--- src/hdl/doqt_pkg.sv ---
// Shared types and command codes for the depth occluder query table.
`timescale 1ns / 1ps

package doqt_pkg;

  typedef enum logic [1:0] {
    CMD_CLEAR = 2'd0,
    CMD_ADD   = 2'd1,
    CMD_QUAD  = 2'd2,
    CMD_POINT = 2'd3
  } cmd_t;

  typedef struct packed {
    cmd_t               cmd;
    logic signed [15:0] corner_x0;
    logic signed [15:0] corner_y0;
    logic signed [15:0] corner_x1;
    logic signed [15:0] corner_y1;
    logic signed [15:0] corner_x2;
    logic signed [15:0] corner_y2;
    logic signed [15:0] corner_x3;
    logic signed [15:0] corner_y3;
    logic [15:0]        depth;
  } in_item_t;

  typedef struct packed {
    logic occluded;
    logic table_full;
  } out_item_t;

  typedef struct packed {
    logic signed [15:0] ymax;
    logic signed [15:0] xmax;
    logic signed [15:0] ymin;
    logic signed [15:0] xmin;
  } box_t;

  typedef struct packed {
    box_t        box;
    logic [15:0] depth;
  } entry_t;

  // A query travelling along the row of cells.
  typedef struct packed {
    logic        vld;
    logic        point;
    logic        occ;
    logic [15:0] depth;
    box_t        box;
  } probe_t;

endpackage

--- src/hdl/doqt_bbox.sv ---
// Axis-aligned bounding box of the four corners of a quad.
`timescale 1ns / 1ps

module doqt_bbox
  import doqt_pkg::*;
(
  input  in_item_t item,
  output box_t     box
);

  logic signed [15:0] xlo_a, xlo_b, xhi_a, xhi_b;
  logic signed [15:0] ylo_a, ylo_b, yhi_a, yhi_b;

  // Two-level min/max tree on each axis.
  always_comb begin
    xlo_a = (item.corner_x1 < item.corner_x0) ? item.corner_x1 : item.corner_x0;
    xhi_a = (item.corner_x1 > item.corner_x0) ? item.corner_x1 : item.corner_x0;
    xlo_b = (item.corner_x3 < item.corner_x2) ? item.corner_x3 : item.corner_x2;
    xhi_b = (item.corner_x3 > item.corner_x2) ? item.corner_x3 : item.corner_x2;
    ylo_a = (item.corner_y1 < item.corner_y0) ? item.corner_y1 : item.corner_y0;
    yhi_a = (item.corner_y1 > item.corner_y0) ? item.corner_y1 : item.corner_y0;
    ylo_b = (item.corner_y3 < item.corner_y2) ? item.corner_y3 : item.corner_y2;
    yhi_b = (item.corner_y3 > item.corner_y2) ? item.corner_y3 : item.corner_y2;
    box.xmin = (xlo_b < xlo_a) ? xlo_b : xlo_a;
    box.xmax = (xhi_b > xhi_a) ? xhi_b : xhi_a;
    box.ymin = (ylo_b < ylo_a) ? ylo_b : ylo_a;
    box.ymax = (yhi_b > yhi_a) ? yhi_b : yhi_a;
  end

endmodule

--- config.mk ---
export PLATFORM = sky130hd
export DESIGN_NAME = doqt_bbox
export DESIGN_NICKNAME = d
export VERILOG_FILES = /design/src/hdl/doqt_pkg.sv /design/src/hdl/doqt_bbox.sv
export SDC_FILE = /design/constraint.sdc
export NUM_CORES = 1
export LEC_CHECK = 0
export ABC_CLOCK_PERIOD_IN_PS = 10500
export BUFFER_PORTS_ARGS = -buffer_cell sky130_fd_sc_hd__buf_2
export CELL_PAD_IN_SITES_DETAIL_PLACEMENT = 2
export CELL_PAD_IN_SITES_GLOBAL_PLACEMENT = 2
export CORE_ASPECT_RATIO = 1.75
export CORE_MARGIN = 2
export CORE_UTILIZATION = 30
export DETAILED_ROUTE_END_ITERATION = 8
export GPL_TIMING_DRIVEN = 0
export PLACE_DENSITY = 0.86
export SYNTH_ARGS = -nofsm -noshare
export SYNTH_HDL_FRONTEND = slang
export SYNTH_SLANG_ARGS = --single-unit
--- constraint.sdc ---
create_clock -name vclk -period 10.5
set_input_delay 1.575 -clock vclk [all_inputs]
set_output_delay 1.575 -clock vclk [all_outputs]
set_load 0.05 [all_outputs]
* Word-level counts from Yosys, hierarchy flattened *
Cells that the tools add are included.

storage, ports and cells
  register bits after elaboration = 0
  latch bits = 0
  memory bits (writable) = 0
  memory bits (read-only) = 0
  input port bits = 146
  output and inout port bits = 64
  memories = 0

cells by class
  $add $sub $neg = 0
  $mul = 0
  div/mod/pow operators = 0
  magnitude comparators = 12
  equal/unequal tests = 0
  shift-type cells = 0
  mux-type cells = 12
  bitwise operators = 0
  reductions and logical operators = 0

operators by type and width
  cell          number
  $mux 16       12
  $gt 16x16->1  6
  $lt 16x16->1  6

* Depth between registers and ports, before layout *
Gate-level depths: netlist (run 1).

  word-level depth = 4
  gate-level depth with buffers = 22
  gate-level depth less buffers = 19

* Worst setup path after synthesis (run 1) *
No wires, ideal clock.

  kind = in2out
  start point = input item[79] (netlist name)
  end point = output box[37] (netlist name)
  data arrival time = 7.129 ns
  slack = 1.796 ns
  stages = 21
  buffers on the path = 2
  path through = inv_1 -> ha_1 -> nand4_1 -> or2_2 -> nor2_1 -> a2111oi_0 -> a21oi_1 -> nor3_2 -> buf_4 -> mux2i_1 -> inv_1 -> ha_1 -> nor2b_1 -> o21a_1 -> o21a_1 -> o21a_1 -> o21bai_1 -> a21oi_1 -> nor3_1 -> buf_2 -> mux2i_1

RTL lines
  item         line            text
  from (decl)  doqt_bbox.sv:7  input in_item_t item,
  to (decl)    doqt_bbox.sv:8  output box_t box

==> results of run 1 <==
-- final cells by class --
| cell class | count | area, um^2 |
|---|---|---|
| fill | 2217 | 11210 |
| inverter | 139 | 521.8 |
| buffer | 17 | 107.6 |
| tap | 234 | 292.8 |
| timing repair buffer | 192 | 960.9 |
| multi-input combinational | 571 | 4882 |
-- worst min-delay path, stage by stage --
cell,delay (ps)
buf_2,110
mux2i_1,170
mux2i_1,100
buf_2,210
-- where the power goes --
part | internal (mW) | leakage [nW] | switching [mW]
sequential | 0 | 0 | 0
clock | 0 | 0 | 0
combinational | 0.306 | 4.20 | 0.680
-- per-layer routing --
| layer | wire (um) | share of wire |
|---|---|---|
| met5 | 0 | 0 |
| met4 | 1472 | 0.060 |
| met3 | 935 | 0.038 |
| met2 | 15070 | 0.62 |
| met1 | 6882 | 0.28 |
-- logic make-up (layout without fill, tap and decap cells) --
family	Yosys count	after routing	synth area share
mux	175	175	0.3192
fa+ha+maj	126	126	0.2863
simple gates	137	137	0.1234
compound gates	133	133	0.1568
buf+inv	156	348	0.1143
-- final timing paths --
check,startpoint,endpoint,cells past startpoint
worst max-delay path,item[79],box[41],22
worst min-delay path,item[50],box[18],4
-- through the flow --
| step | instances | utilization | power (mW) | hold slack [ps] |
|---|---|---|---|---|
| after global routing | 1153 | 0.3764 | 1.052 | 3774 |
| after detailed placement | 1153 | 0.3761 | 0.9921 | 3746 |
| after floorplan | 727 | - | 0.7155 | 3639 |
| after global placement | 1153 | 0.3761 | 0.9613 | 3716 |
| final | 1153 | 0.3764 | 0.9859 | 3745 |
| after CTS | 1153 | 0.3761 | 0.9949 | 3746 |
-- synthesized netlist by cell type (3+ instances only) --
library cell / count / area [um^2]
a21oi_1: 57 / 285.3
buf_6: 4 / 45.04
buf_2: 5 / 25.02
nor3_1: 8 / 40.04
nand4_1: 14 / 87.58
a21oi_2: 3 / 26.28
clkbuf_1: 4 / 15.01
and4_1: 3 / 26.28
nand3_1: 10 / 50.05
or2_2: 4 / 25.02
inv_1: 139 / 521.8
a211oi_1: 5 / 37.54
nand2_1: 36 / 135.1
o21ai_0: 13 / 65.06
nor2b_1: 8 / 50.05
nor2_1: 42 / 157.7
o211ai_1: 5 / 37.54
mux2i_1: 173 / 1732
o21a_1: 5 / 37.54
ha_1: 126 / 1577
a21o_1: 24 / 180.2
==> run_results.csv, run 1 <==
group,metric,value,unit
final_layout,num-nets-final,1193,
job,drv_cap,0,
die,coreArea,17970,um^2
worst_setup_path,path_cells,"buf_2 > inv_1 > ha_1 > nand4_1 > or2_2 > nor2_1 > a2111oi_0 > a21oi_1 > nor3_2 > buf_4 > mux2i_1 > inv_1 > ha_1 > nand4_1 > nor2_1 > nand4_1 > o21bai_1 > and4_1 > nor3_2 > buf_2 > mux2i_1 > buf_2",
cts,post_cts_buffers,0,
drt,drtIter0Drc,113,
drt,vias_per_cell,5.324,
drt,wire_per_inst,21.12,um
drt,drt-total-wl,24.36,mm
timing,fmax,0.1019,GHz
timing,hold_viol_final,0,
worst_setup_path,worstPathRequired,8930,ps
global_route,grt_antenna_before_repair,0,
global_route,grt_pass1_wl,36.43,mm
global_route,grtUsageTotal,0.2415,
worst_setup_path,cpLargestDelayFamily,"simple AND/OR/NAND/NOR gates",
worst_setup_path,critPathMaxStageDelay,750,ps
timing,tightest_slew,869.3,ps
die,die_y,183.2,um
drt,drc,0,
worst_setup_path,critPathKind,"input port to output pin",
die,fp-row-count,65,
logic_synthesis,yosysSeqAreaShare,0,
die,num_io_pins,210,
timing,setup-tns-final,0,ps
worst_hold_path,min_path_type,"input port to output pin",
timing,relSlewSlack,0.4173,
logic_synthesis,syn-instance-count,727,
drt,num_vias,6138,
die,die_area,19500,um^2
global_route,grtUsageMet3,0.02381,
logic_synthesis,yosysWarnings,0,
logic_synthesis,post_synth.cell_area_avg,7.574,um^2
final_layout,n_sequential_cell,0,
logic_synthesis,ys_types,47,
cts,ctsResizeCount,0,
status,outcome,"finished clean",
global_route,grt_max_degree,11,
power,power.leakage,4.202,nW
place,portBuffers,192,
timing,layout_setup_ws,688.6,ps
timing,rsz0062_at_grt,"false",
final_layout,final_cell_mix,"buf_2 (197), mux2i_1 (173), inv_1 (139)",
timing,fin_crit_sh,0.9344,
worst_setup_path,cp.arrival,8240,ps
drt,dr.pass1.iters,4,
place,dp_hpwl,22.69,mm
worst_setup_path,cpMaxStageDelayCell,"a2111oi_0",
power,power_density,145.7,nW/um^2
global_route,grt_busiest_layer,"met2",
worst_setup_path,critPathCaptureType,"output pin",
global_route,met1_usage,0.1788,
global_route,grt-ovfl-total,0,
drt,ant_nets,0,
timing,fin_crit,9811,ps
die,die_w,106.4,um
logic_synthesis,synth_area,5507,um^2
final_layout,area_delta_synth_final,22.86,%
final_layout,stdcell_area,6765,um^2
place,place_congestion,0.8830,
global_route,grt_pass1_vias,7017,
final_layout,final_common_cell,"buf_2",
worst_setup_path,crit_buf_inv,6,
timing,setup_viol_count_final,0,
logic_synthesis,syn-num-nets,999,
die,start_util,0.3064,
global_route,grtUsageMet2,0.5562,
worst_setup_path,cp_max_fo,10,
worst_setup_path,start_kind,"input port",
final_layout,diodes,0,
place,place_area,6760,um^2
final_layout,drive_gt1_frac,0.2383,
cts,cts-hold-fix-buffers,0,
power,ir_drop,0.08002,mV
final_layout,regArea,0,um^2
timing,finalMaxSlewViolations,0,
place,pre_cts_ws,147.9,ps
final_layout,nClkBuffers,0,
(Power assumes the default switching activity.)
==> run 2: changes to the inputs <==
--- a/config.mk
+++ b/config.mk
@@ -14,7 +14,8 @@
 export CORE_UTILIZATION = 30
 export DETAILED_ROUTE_END_ITERATION = 8
 export GPL_TIMING_DRIVEN = 0
-export PLACE_DENSITY = 0.86
+export PLACE_DENSITY_LB_ADDON = 0.12
+export SLEW_MARGIN = 20
 export SYNTH_ARGS = -nofsm -noshare
 export SYNTH_HDL_FRONTEND = slang
 export SYNTH_SLANG_ARGS = --single-unit
==> run 2 against run 1 <==
Against the previous run: core utilization is essentially flat; power is 1.3% lower; design area about the same; maximum frequency is 2.5% higher; first-iteration DRC count decreased by 22%; combinational power decreased by 1%; non-clock buffer count did not move; critical path depth stayed put; global-route usage shrank 0.84 points; worst hold slack lost 17 ps; count of clock-buffer cells in the layout did not move; sequential cell count unchanged.
==> run_results.csv, run 2 (synthesized netlist as in run 1, its figures left out) <==
group,metric,value,unit
status,outcome,"finished clean",
cts,ctsResizeCount,0,
worst_setup_path,cpLargestDelayFamily,"simple AND/OR/NAND/NOR gates",
drt,drtIter0Drc,88,
power,p_int,0.3046,mW
global_route,grt-ovfl-total,0,
drt,highest_layer,"met4",
timing,rsz0062_at_grt,"false",
timing,fin_crit_sh,0.9118,
worst_setup_path,cp.arrival,8000,ps
drt,vias_per_cell,5.251,
die,coreArea,17970,um^2
timing,tightest_slew,884.7,ps
power,power.leakage,4.202,nW
global_route,grt_max_degree,11,
timing,setup_viol_count_final,0,
timing,fin_crit,9574,ps
drt,num_vias,6060,
drt,drc,0,
power,ir_drop,0.1000,mV
power,seqPwrFrac,0,
global_route,grt_pass1_wl,35.37,mm
power,p_clk_frac,0,
worst_setup_path,worstPathRequired,8930,ps
drt,wl_met3,674,um
timing,fmax,0.1045,GHz
worst_setup_path,crit_buf_inv,6,
place,dp_hpwl,21.54,mm
worst_setup_path,critPathMaxStageDelay,810,ps
die,die_w,106.4,um
drt,wl_met2,14.05,mm
global_route,grt_pass1_vias,6879,
power,power_switching_share,0.6871,
final_layout,nClkBuffers,0,
worst_setup_path,cpMaxStageDelayCell,"a2111oi_0",
worst_setup_path,critPathKind,"input port to output pin",
timing,whs,3728,ps
final_layout,finish.utilization,0.3765,
timing,setup-tns-final,0,ps
timing,relSlewSlack,0.3949,
place,place_congestion,0.8657,
final_layout,final_common_cell,"buf_2",
timing,finalMaxSlewViolations,0,
power,power_density,143.8,nW/um^2
final_layout,n_sequential_cell,0,
die,die_area,19500,um^2
worst_setup_path,path_cells,"buf_2 > inv_1 > ha_1 > nand4_1 > or2_2 > nor2_1 > a2111oi_0 > a21oi_1 > nor3_2 > buf_4 > mux2i_1 > inv_1 > ha_1 > nand4_1 > nor2_1 > nand4_1 > o21bai_1 > and4_1 > nor3_2 > buf_2 > mux2i_1 > buf_2",
die,die_y,183.2,um
drt,ant_nets,0,
drt,drt-met1-wl,7.042,mm
die,num_io_pins,210,
place,portBuffers,192,
timing,hold_viol_final,0,
die,fp-row-count,65,
cts,post_cts_buffers,0,
global_route,grt_antenna_before_repair,1,
worst_hold_path,min_path_type,"input port to output pin",
power,switchingPower,0.6688,mW
drt,drt-total-wl,23.19,mm
final_layout,final_cell_mix,"buf_2 (197), mux2i_1 (173), inv_1 (139)",
global_route,grtUsageTotal,0.2331,
worst_setup_path,start_kind,"input port",
final_layout,multiInputGateArea,4882,um^2
final_layout,regArea,0,um^2
drt,dr.pass1.iters,4,
die,start_util,0.3064,
drt,wire_per_inst,20.09,um
worst_setup_path,critPathCaptureType,"output pin",
cts,cts-hold-fix-buffers,0,
worst_setup_path,cp_max_fo,10,
job,drv_cap,0,
final_layout,drive_gt1_frac,0.2383,
power,pwr-share-comb,1.000,
final_layout,num-nets-final,1193,
final_layout,area_delta_synth_final,22.90,%
final_layout,fill_cells,2180,
==> run 2: cell count changes in the layout (fill, tap and decap cells not counted), sizes merged <==
cell,previous run,this run
diode,0,1
==> run 2: worst paths after layout <==
path	cells after the start	slack, ps	endpoint	startpoint
worst max-delay path	22	930	box[45]	item[79]
worst min-delay path	4	3730	box[2]	item[66]
==> run 2: metrics by stage <==
stage | total power, mW | cells | worst slack [ps] | area [um^2]
2_1_floorplan | 0.7155 | 727 | 1796 | 5507
3_3_place_gp | 0.9517 | 1153 | 674.7 | 6760
3_5_place_dp | 0.9815 | 1153 | 840.9 | 6765
4_1_cts | 0.9852 | 1153 | 807.1 | 6765
5_1_grt | 1.046 | 1154 | 408.7 | 6768
6_report | 0.9733 | 1154 | 926.4 | 6768
==> run 2: area by class of cell <==
cell class | count | share of cell area
Tap cell | 234 | 0.04326
Buffer | 17 | 0.01590
Multi-Input combinational cell | 571 | 0.7214
Timing Repair Buffer | 192 | 0.1420
Antenna cell | 1 | 0.0003698
Inverter | 139 | 0.07709
==> run 2: power groups by stage <==
stage / Sequential (mW) / Combinational, mW / Clock (mW)
final: 0 / 0.973 / 0.0000000128
after global routing: 0 / 1.05 / 0.0000000128
after CTS: 0 / 0.985 / 0
after detailed placement: 0 / 0.982 / 0
after global placement: 0 / 0.952 / 0
after floorplan: 0 / 0.715 / 0
==> run 2: layer usage <==
layer  global-route usage  vias to the layer above
li1                     -                     2966
met1               0.1891                     2887
met4               0.1174                        0
met3              0.01350                       51
met5                    0                        -
met2               0.5241                      156
