<file path="src/hdl/doqt_pkg.sv">
// Shared types and command codes for the depth occluder query table.
`timescale 1ns / 1ps

package doqt_pkg;

  typedef enum logic [1:0] {
    CMD_CLEAR = 2'd0,
    CMD_ADD   = 2'd1,
    CMD_QUAD  = 2'd2,
    CMD_POINT = 2'd3
  } cmd_t;

  typedef struct packed {
    cmd_t               cmd;
    logic signed [15:0] corner_x0;
    logic signed [15:0] corner_y0;
    logic signed [15:0] corner_x1;
    logic signed [15:0] corner_y1;
    logic signed [15:0] corner_x2;
    logic signed [15:0] corner_y2;
    logic signed [15:0] corner_x3;
    logic signed [15:0] corner_y3;
    logic [15:0]        depth;
  } in_item_t;

  typedef struct packed {
    logic occluded;
    logic table_full;
  } out_item_t;

  typedef struct packed {
    logic signed [15:0] ymax;
    logic signed [15:0] xmax;
    logic signed [15:0] ymin;
    logic signed [15:0] xmin;
  } box_t;

  typedef struct packed {
    box_t        box;
    logic [15:0] depth;
  } entry_t;

  // A query travelling along the row of cells.
  typedef struct packed {
    logic        vld;
    logic        point;
    logic        occ;
    logic [15:0] depth;
    box_t        box;
  } probe_t;

endpackage

</file>
<file path="src/hdl/doqt_cell.sv">
// One table cell: holds an occluder and tests the passing query against it.
`timescale 1ns / 1ps

module doqt_cell
  import doqt_pkg::*;
#(
  parameter int IDX   = 0,
  parameter int CNT_W = 7
) (
  input  logic             clk,
  input  logic             rst_n,
  input  logic             wr_en,
  input  entry_t           wr_entry,
  input  logic [CNT_W-1:0] count,
  input  probe_t           probe_i,
  output probe_t           probe_o
);

  entry_t entry_r;
  probe_t probe_r;
  probe_t probe_nxt;
  logic   active;
  logic   nearer;
  logic   ovl_x;
  logic   ovl_y;

  assign active = count > CNT_W'(IDX);
  assign nearer = entry_r.depth < probe_i.depth;

  // A point query carries a zero-size box, so an inclusive test on it is the
  // edge-inclusive point-in-box check; a quad needs strictly positive overlap.
  always_comb begin
    if (probe_i.point) begin
      ovl_x = (entry_r.box.xmin <= probe_i.box.xmin) &&
              (probe_i.box.xmax <= entry_r.box.xmax);
      ovl_y = (entry_r.box.ymin <= probe_i.box.ymin) &&
              (probe_i.box.ymax <= entry_r.box.ymax);
    end else begin
      ovl_x = (probe_i.box.xmin < probe_i.box.xmax) &&
              (entry_r.box.xmin < entry_r.box.xmax) &&
              (probe_i.box.xmin < entry_r.box.xmax) &&
              (entry_r.box.xmin < probe_i.box.xmax);
      ovl_y = (probe_i.box.ymin < probe_i.box.ymax) &&
              (entry_r.box.ymin < entry_r.box.ymax) &&
              (probe_i.box.ymin < entry_r.box.ymax) &&
              (entry_r.box.ymin < probe_i.box.ymax);
    end
    probe_nxt     = probe_i;
    probe_nxt.occ = probe_i.occ | (probe_i.vld & active & nearer & ovl_x & ovl_y);
  end

  always_ff @(posedge clk) begin
    if (wr_en && (count == CNT_W'(IDX))) begin
      entry_r <= wr_entry;
    end
  end

  always_ff @(posedge clk) begin
    if (!rst_n) begin
      probe_r.vld <= 1'b0;
    end else begin
      probe_r.vld <= probe_nxt.vld;
    end
    probe_r.point <= probe_nxt.point;
    probe_r.occ   <= probe_nxt.occ;
    probe_r.depth <= probe_nxt.depth;
    probe_r.box   <= probe_nxt.box;
  end

  assign probe_o = probe_r;

endmodule

</file>
<file path="config.mk">
export PLATFORM = sky130hd
export DESIGN_NAME = doqt_cell
export DESIGN_NICKNAME = d
export VERILOG_FILES = /design/src/hdl/doqt_pkg.sv /design/src/hdl/doqt_cell.sv
export SDC_FILE = /design/constraint.sdc
export NUM_CORES = 1
export LEC_CHECK = 0
export ABC_AREA = 0
export BUFFER_PORTS_ARGS = -buffer_cell sky130_fd_sc_hd__buf_4
export CAP_MARGIN = 20
export CORE_MARGIN = 10
export CORE_UTILIZATION = 52
export CTS_CLUSTER_SIZE = 20
export DETAILED_ROUTE_END_ITERATION = 7
export PLACE_DENSITY = 0.82
export SYNTH_ARGS = -nofsm -noshare
export SYNTH_HDL_FRONTEND = slang
export SYNTH_SLANG_ARGS = --single-unit
export TNS_END_PERCENT = 100
</file>
<file path="constraint.sdc">
create_clock -name clk -period 4.6 [get_ports clk]
set_clock_uncertainty 0.1 [all_clocks]
set_input_delay 0.92 -clock clk [delete_from_list [all_inputs] [get_ports clk]]
set_output_delay 0.92 -clock clk [all_outputs]
set_load 0.05 [all_outputs]
</file>
-- Yosys cells after proc, flatten, opt, wreduce, memory -nomap -nowiden
Cells that the tools add are included.
- bitwise logic cells: 5
- mux-type cells: 2
- reductions and logical operators: 10
- magnitude comparators: 14
- operators with widths (cell ; count):
    16-bit less-than comparator ; 9
    16-bit <= comparator ; 4
    1-bit logical AND ; 9
    7-bit by 1-bit greater-than comparator with 1-bit output (second input constant) ; 1
    7-bit logical NOT ; 1
    1-bit AND ; 4
    1-bit 2-to-1 mux ; 2
    1-bit OR ; 1
- output and inout bits: 83
- flip-flop bits (word level): 163
- input bits: 173
- word-level logic and storage cells: 44

-- Logic depth before layout (Yosys ltp)
Gate-level depths: netlist of run 1.
- depth in word-level cells: 8
- gate-level depth with buffers: 10
- gate-level depth less buffers: 10

-- Worst setup path before layout of run 1
Ideal clock, no wire load.
- kind: input to register
- start: input port count[4]
- end: register entry_r[0] (netlist name) (enable)
- library setup time: 0.448 ns
- buffers on the path: 0
- stages on the path: 2
- path slack: 0.852 ns
- required time: 4.052 ns
- data arrival time: 3.200 ns
- path through: nor4_1 and3_1
- longest elaborated chain between the ends: 2
- ends and longest elaborated chain (what ; line ; text):
    start: declaration ; doqt_cell.sv:14 ; input logic [CNT_W-1:0] count,
    7-bit logical NOT ; doqt_cell.sv:53 ; if (wr_en && (count == CNT_W'(IDX))) begin
    1-bit logical AND ; doqt_cell.sv:53 ;
    end signal: assignment ; doqt_cell.sv:54 ; entry_r <= wr_entry;
    end: declaration ; doqt_cell.sv:19 ; entry_t entry_r;
Every way passes these cells.
A chain may end at the register's enable or synchronous reset.

==> qor.yml, run 1 <==
status:
  outcome: "finished clean"
drt:
  wl_um: 24400
  vias: 6874
  viasPerCell: 5.30
  drt_iter0_markers: 305
  ant_nets: 0
  drt_first_pass_iters: 6
  drc: 0
  wl_per_cell_um: 18.8
pwr:
  peakVddDrop_mv: 0.347
  switchingPower_w: 0.00103
  power.internal_w: 0.00254
  pwr_density_cell_nw_per_um2: 306
  leakage_nw: 5.72
  switching_share_pct: 28.9
  seq_power_share_pct: 44.1
  p_comb_share_pct: 16.0
  p_clk_share_pct: 39.9
  p_total_w: 0.00357
placed_design:
  place_congestion: 0.921
  portBuffers: 255
  dp_hpwl_um: 20300
  preCtsSetupSlack_ns: 1.16
worst_setup_path:
  reg2reg_depth: 10
  r2r_start: "entry_r[49]"
  crit_type: "flop to flop"
  crit_arrival_ns: 3.34
  startpoint_type: "flop"
  required_ns: 4.83
  worst-path-max-fanout: 3
  r2r-end: "probe_o[80]"
  r2r_slack_ns: 1.49
  critPathCaptureType: "flop"
global_route:
  antenna_found_initial: 2
  grt_start_max_net_pins: 81
  grt_pass1_vias: 7214
  grt_overflow: 0
  grt.total_usage_pct: 21.5
  grt_pass1_wl_um: 37700
floorplan:
  die_area_um2: 22600
  die_h_um: 150
  die_w_um: 150
  num_rows: 47
  start_util_pct: 53.2
  coreArea_um2: 16600
  pin_count: 256
cells_and_area:
  drive_gt1_share_pct: 27.3
  fin_nets: 1435
  num-fill-cells: 1215
  area_delta_synth_final_pct: 31.9
  final_util_pct: 70.1
sta:
  finalSetupViolations: 0
  rsz0062_at_grt: "false"
  max_slew_margin_pct: 33.6
  hold_viol: 0
  final.min_clock_period_ns: 3.11
  tightest_slew_ns: 0.971
  fmax_mhz: 321
  tns_ns: 0
  fin_ws_ns: 1.49
  fin_crit_sh_pct: 67.6
  slew_violations: 0
cts:
  clock_latency_ns: 0.44
  postCtsSetupRepairBufs: 0
  tritoncts: "yes"
  numCtsBuffers: 17
  htreeDepth: 4
  clockBufferDepth: 2
  cts_hold_buf: 0
  path_clk_slew_ns: 0.08
  cts-resized-gates: 0
  cts.sinks: 163
  root_buffer: "clkbuf_16"
synth:
  synth_edf_count: 80
  avgSynthCellArea_um2: 11.2
  yosysSeqAreaShare_pct: 45.9
  synth_fp_nets: 1160
  ys_seq_elements: 163
  synthDistinctLibCells: 50
  synth_warnings: 0
  ys_async_sr_fraction_pct: 0
  synth-main-ff-cell: "dfxtp_1"
  syn_area_um2: 8850
  syn_inst: 788
worst_hold_path:
  min_from: "probe_i[67]"
  whs_endpoint: "probe_o[67]"
  min_path_type: "primary input to flop"
  holdPathStages: 1
flow_run:
  drv_cap: 0
==> layout by cell type (no fill, tap or decap), types with 9 or more instances in the layout <==
cell,Yosys,layout
a211oi_1,18,18
a21o_1,25,25
a21oi_1,50,50
buf_4,0,255
clkbuf_16,0,17
dfxtp_1,83,83
edfxtp_1,80,80
ha_1,199,199
inv_1,115,115
nand2_1,28,28
nand3_1,11,11
nand4_1,28,28
nor2_1,28,28
nor2b_1,9,9
nor3_1,14,14
o21ai_0,21,21
==> through the flow <==
stage / std cells / hold WS (ns) / area (um^2)
2_1_floorplan: 788 / 0.601 / 8850
3_3_place_gp: 1263 / 0.694 / 11000
3_5_place_dp: 1263 / 0.698 / 11000
4_1_cts: 1295 / 0.471 / 11600
5_1_grt: 1296 / 0.463 / 11700
6_report: 1297 / 0.485 / 11700
==> kinds of logic (layout without fill, tap and decap cells) <==
family / Yosys count / in the layout / share of synthesized area, %
adder cells (fa/ha/maj): 199 / 199 / 28.1
AO/OA/AOI/OAI: 164 / 164 / 12.3
other: 0 / 1 / 0
multiplexers: 2 / 2 / 0.240
flip-flops: 163 / 163 / 45.9
AND/OR/NAND/NOR: 144 / 144 / 8.53
buffers and inverters: 116 / 404 / 4.92
==> power groups by stage <==
stage	Sequential, W	Combinational (W)	Clock (W)
floorplan	0.00174	0.000168	0
global placement	0.00160	0.000557	0
detailed placement	0.00161	0.000568	0
CTS	0.00157	0.000573	0.00146
global route	0.00158	0.000621	0.00152
finish	0.00157	0.000570	0.00142
==> cells in the mapped netlist (2+ instances only) <==
master	count	area, um^2
a2111oi_0	5	43.8
a211o_1	2	17.5
a211oi_1	18	135
a21o_1	25	188
a21oi_1	50	250
a221oi_1	2	17.5
a311o_1	2	20.0
a31o_1	3	26.3
a31oi_1	6	37.5
and3_1	3	18.8
dfxtp_1	83	1660
edfxtp_1	80	2400
ha_1	199	2490
inv_1	115	432
nand2_1	28	105
nand2b_1	8	50.1
nand3_1	11	55.1
nand4_1	28	175
nor2_1	28	105
nor2b_1	9	56.3
nor3_1	14	70.1
nor4_1	4	25.0
o2111ai_1	2	17.5
o211ai_1	5	37.5
o21a_1	4	30.0
o21ai_0	21	105
o21ai_1	6	30.0
o22ai_1	3	18.8
o31ai_1	2	15.0
or4_1	2	15.0
==> worst max-delay path, cell delays in order (launching register included) <==
cell	delay [ns]
edfxtp_1	0.36
inv_1	0.11
ha_1	0.18
nand2b_1	0.11
o221ai_1	0.11
a2111oi_0	0.85
o2111ai_1	0.22
a211oi_1	0.48
or3_1	0.20
o41ai_2	0.06
a31o_1	0.21
==> worst max path at each step <==
stage | startpoint | endpoint | slack [ns]
detailed placement | probe_i[45] | probe_o[80] | 1.16
CTS | entry_r[49] | probe_o[80] | 1.48
floorplan | count[4] | entry_r[0] | 0.85
finish | entry_r[49] | probe_o[80] | 1.49
global route | entry_r[49] | probe_o[80] | 1.30
global placement | probe_i[45] | probe_o[80] | 1.23
==> flip-flops by register name, summed over array words and instances, names as in the netlist <==
name and count:
entry_r 80, probe_o 83
==> cell type report <==
cell class / count / area [um^2] / area share [%]
Clock inverter: 15 / 178 / 1.52
Sequential cell: 163 / 4060 / 34.8
Multi-Input combinational cell: 509 / 4360 / 37.3
Clock buffer: 17 / 425 / 3.65
Antenna cell: 1 / 2.50 / 0.0214
Inverter: 116 / 435 / 3.73
Timing Repair Buffer: 256 / 1930 / 16.6
Tap cell: 220 / 275 / 2.36
==> layer usage <==
metal  global-route usage (%)  share of wire [%]  vias to the layer above
met2                     37.7                 51                      222
met4                     7.09                2.6                        2
met3                     7.74                8.0                       42
met1                     23.6                 39                     3144
li1                         -                  -                     3464
met5                        0              0.074                        -
Note: power is estimated with default switching activity, not from simulation.
==> run 2, diff against run 1 <==
==> constraint.sdc (replaced) <==
create_clock -name clk -period 3.1 [get_ports clk]
set_clock_uncertainty 0.1 [all_clocks]
set_input_delay 0.62 -clock clk [delete_from_list [all_inputs] [get_ports clk]]
set_output_delay 0.62 -clock clk [all_outputs]
set_load 0.05 [all_outputs]
==> qor.yml, run 2 (synthesis gave the netlist of run 1 again) <==
floorplan:
  num_rows: 47  # unchanged
  die_area_um2: 22600  # unchanged
  die_h_um: 150  # unchanged
  die_w_um: 150  # unchanged
  coreArea_um2: 16600  # unchanged
  pin_count: 256  # unchanged
  start_util_pct: 53.2  # unchanged
placed_design:
  portBuffers: 255  # unchanged
  place_inst: 1269  # was 1263
  place_congestion: 0.922  # was 0.921
  dp_hpwl_um: 20900  # was 20300 um
cts:
  numCtsBuffers: 17  # unchanged
  cts_hold_buf: 0  # unchanged
  clockBufferDepth: 2  # unchanged
  root_buffer: "clkbuf_16"  # unchanged
  tritoncts: "yes"  # unchanged
  postCtsSetupRepairBufs: 0  # unchanged
  htreeDepth: 4  # unchanged
  cts-resized-gates: 0  # unchanged
  clock_latency_ns: 0.44  # about the same
  cts.sinks: 163  # unchanged
  path_clk_slew_ns: 0.08  # about the same
sta:
  max_slew_margin_pct: 59.3  # was 33.6%
  rsz0062_at_grt: "false"  # unchanged
  fin_crit_sh_pct: 92.7  # was 67.6%
  hold_slack_ns: 0.188  # was 0.485 ns
  tightest_slew_ns: 0.596  # was 0.971 ns
  slew_violations: 0  # unchanged
  finalSetupViolations: 0  # unchanged
  hold_viol: 0  # unchanged
  final.min_clock_period_ns: 2.87  # was 3.11 ns
  fmax_mhz: 348  # was 321 MHz
global_route:
  grt.total_usage_pct: 22.5  # was 21.5%
  grt_pass1_wl_um: 39400  # was 37700 um
  grt_overflow: 0  # unchanged
  grt_pass1_vias: 7813  # was 7214
  grt_start_max_net_pins: 68  # was 81
  antenna_found_initial: 1  # was 2
worst_setup_path:
  cp_cell_sequence: "ha_1 > nand4_2 > or4_4 > a2111oi_4 > a211oi_1 > mux2i_1 > o21ai_1 > o41ai_2 > a31o_1"  # was inv_1 > ha_1 > nand2b_1 > o221ai_1 > a2111oi_0 > o2111ai_1 > a211oi_1 > or3_1 > o41ai_2 > a31o_1
  crit_slowest_cell: "or4_4"  # was a2111oi_0
  endpoint: "probe_o[80]"  # unchanged
  cp_num_buf_inv: 0  # was 1
  cp_num_cells: 9  # was 10
  startpoint: "entry_r[29]"  # was entry_r[49]
  startpoint_type: "flop"  # unchanged
  r2r-end: "probe_o[80]"  # unchanged
  worst-path-max-fanout: 3  # unchanged
  r2r_start: "entry_r[29]"  # was entry_r[49]
  r2r_slack_ns: 0.23  # was 1.49 ns
  critPathTopFamily: "compound AO/OA/AOI/OAI gates"  # unchanged
  reg2reg_depth: 9  # was 10
  crit_arrival_ns: 3.15  # was 3.34 ns
  max_stage_delay_ns: 0.55  # was 0.85 ns
  crit_type: "flop to flop"  # unchanged
  required_ns: 3.38  # was 4.83 ns
  critPathCaptureType: "flop"  # unchanged
drt:
  wl_um: 25200  # was 24400 um
  vias: 7093  # was 6874
  ant_nets: 0  # unchanged
  wl_per_cell_um: 19.4  # was 18.8 um
  viasPerCell: 5.45  # was 5.30
  drt_first_pass_iters: 5  # was 6
  drt_iter0_markers: 327  # was 305
  drc: 0  # unchanged
pwr:
  peakVddDrop_mv: 0.387  # was 0.347 mV
  pwr_density_cell_nw_per_um2: 456  # was 306 nW/um^2
  switchingPower_w: 0.00151  # was 0.00103 W
  p_clk_share_pct: 40.3  # was 39.9%
  switching_share_pct: 28.2  # was 28.9%
  leakage_nw: 5.75  # was 5.72 nW
  power.internal_w: 0.00383  # was 0.00254 W
  p_comb_share_pct: 16.0  # about the same
  seq_power_share_pct: 43.7  # was 44.1%
cells_and_area:
  largest_reg_flops: 83  # unchanged
  num-fill-cells: 1200  # was 1215
  drive_gt1_share_pct: 27.7  # was 27.3%
  multiInputGateArea_um2: 4360  # unchanged
  fin_nets: 1440  # was 1435
  area_delta_synth_final_pct: 32.3  # was 31.9%
  final_cell_mix: "260 x buf_4, 199 x ha_1, 115 x inv_1"  # was 255 x buf_4, 199 x ha_1, 115 x inv_1
  final_util_pct: 70.4  # was 70.1%
  ff_latch_area_um2: 4060  # unchanged
  stdcell_count: 1302  # was 1297
  layout_commonest_cell: "buf_4"  # unchanged
status:
  outcome: "finished clean"  # unchanged
worst_hold_path:
  min_path_type: "primary input to flop"  # unchanged
flow_run:
  drv_cap: 0  # unchanged
==> run 2: final cells by class <==
cell class,count,share of cell area [%]
clock buffer,17,3.63
sequential,163,34.7
tap,220,2.35
inverter,116,3.72
multi-input combinational,509,37.2
clock inverter,15,1.55
antenna,1,0.0214
timing repair buffer,261,16.8
==> run 2: worst min-delay path by stage <==
stage | from | end | slack, ns | cells after the start
floorplan | probe_i[0] | probe_o[0] | 0.55 | 0
global placement | probe_i[64] | probe_o[64] | 0.63 | 1
detailed placement | probe_i[68] | probe_o[68] | 0.64 | 1
CTS | probe_i[69] | probe_o[69] | 0.17 | 1
global route | probe_i[68] | probe_o[68] | 0.17 | 1
finish | probe_i[68] | probe_o[68] | 0.19 | 1
==> run 2: routing by layer <==
metal	routed length [um]	vias to the layer above	GRT usage, %	share of wire (%)
met3	2060	48	7.65	8.2
met2	12900	268	40.3	51
met1	9460	3304	23.6	37
met4	796	0	9.04	3.2
met5	0	-	0	0
li1	-	3473	-	-
==> run 2: power groups by stage <==
stage	Combinational (W)	Sequential, W	Clock, W
3_3_place_gp	0.000828	0.00238	0
3_5_place_dp	0.000851	0.00238	0
5_1_grt	0.000934	0.00234	0.00227
2_1_floorplan	0.000249	0.00259	0
6_report	0.000857	0.00233	0.00215
4_1_cts	0.000859	0.00233	0.00218
==> run 2: per-stage QoR <==
stage / cell area, um^2 / worst slack, ns / setup TNS [ns] / power (W)
after floorplan: 8850 / 0.287 / 0 / 0.00284
after global placement: 11100 / 0.0203 / 0 / 0.00321
after CTS: 11700 / 0.221 / 0 / 0.00537
after detailed placement: 11100 / -0.0557 / -0.0557 / 0.00323
after global routing: 11700 / 0.0199 / 0 / 0.00554
final: 11700 / 0.227 / 0 / 0.00534
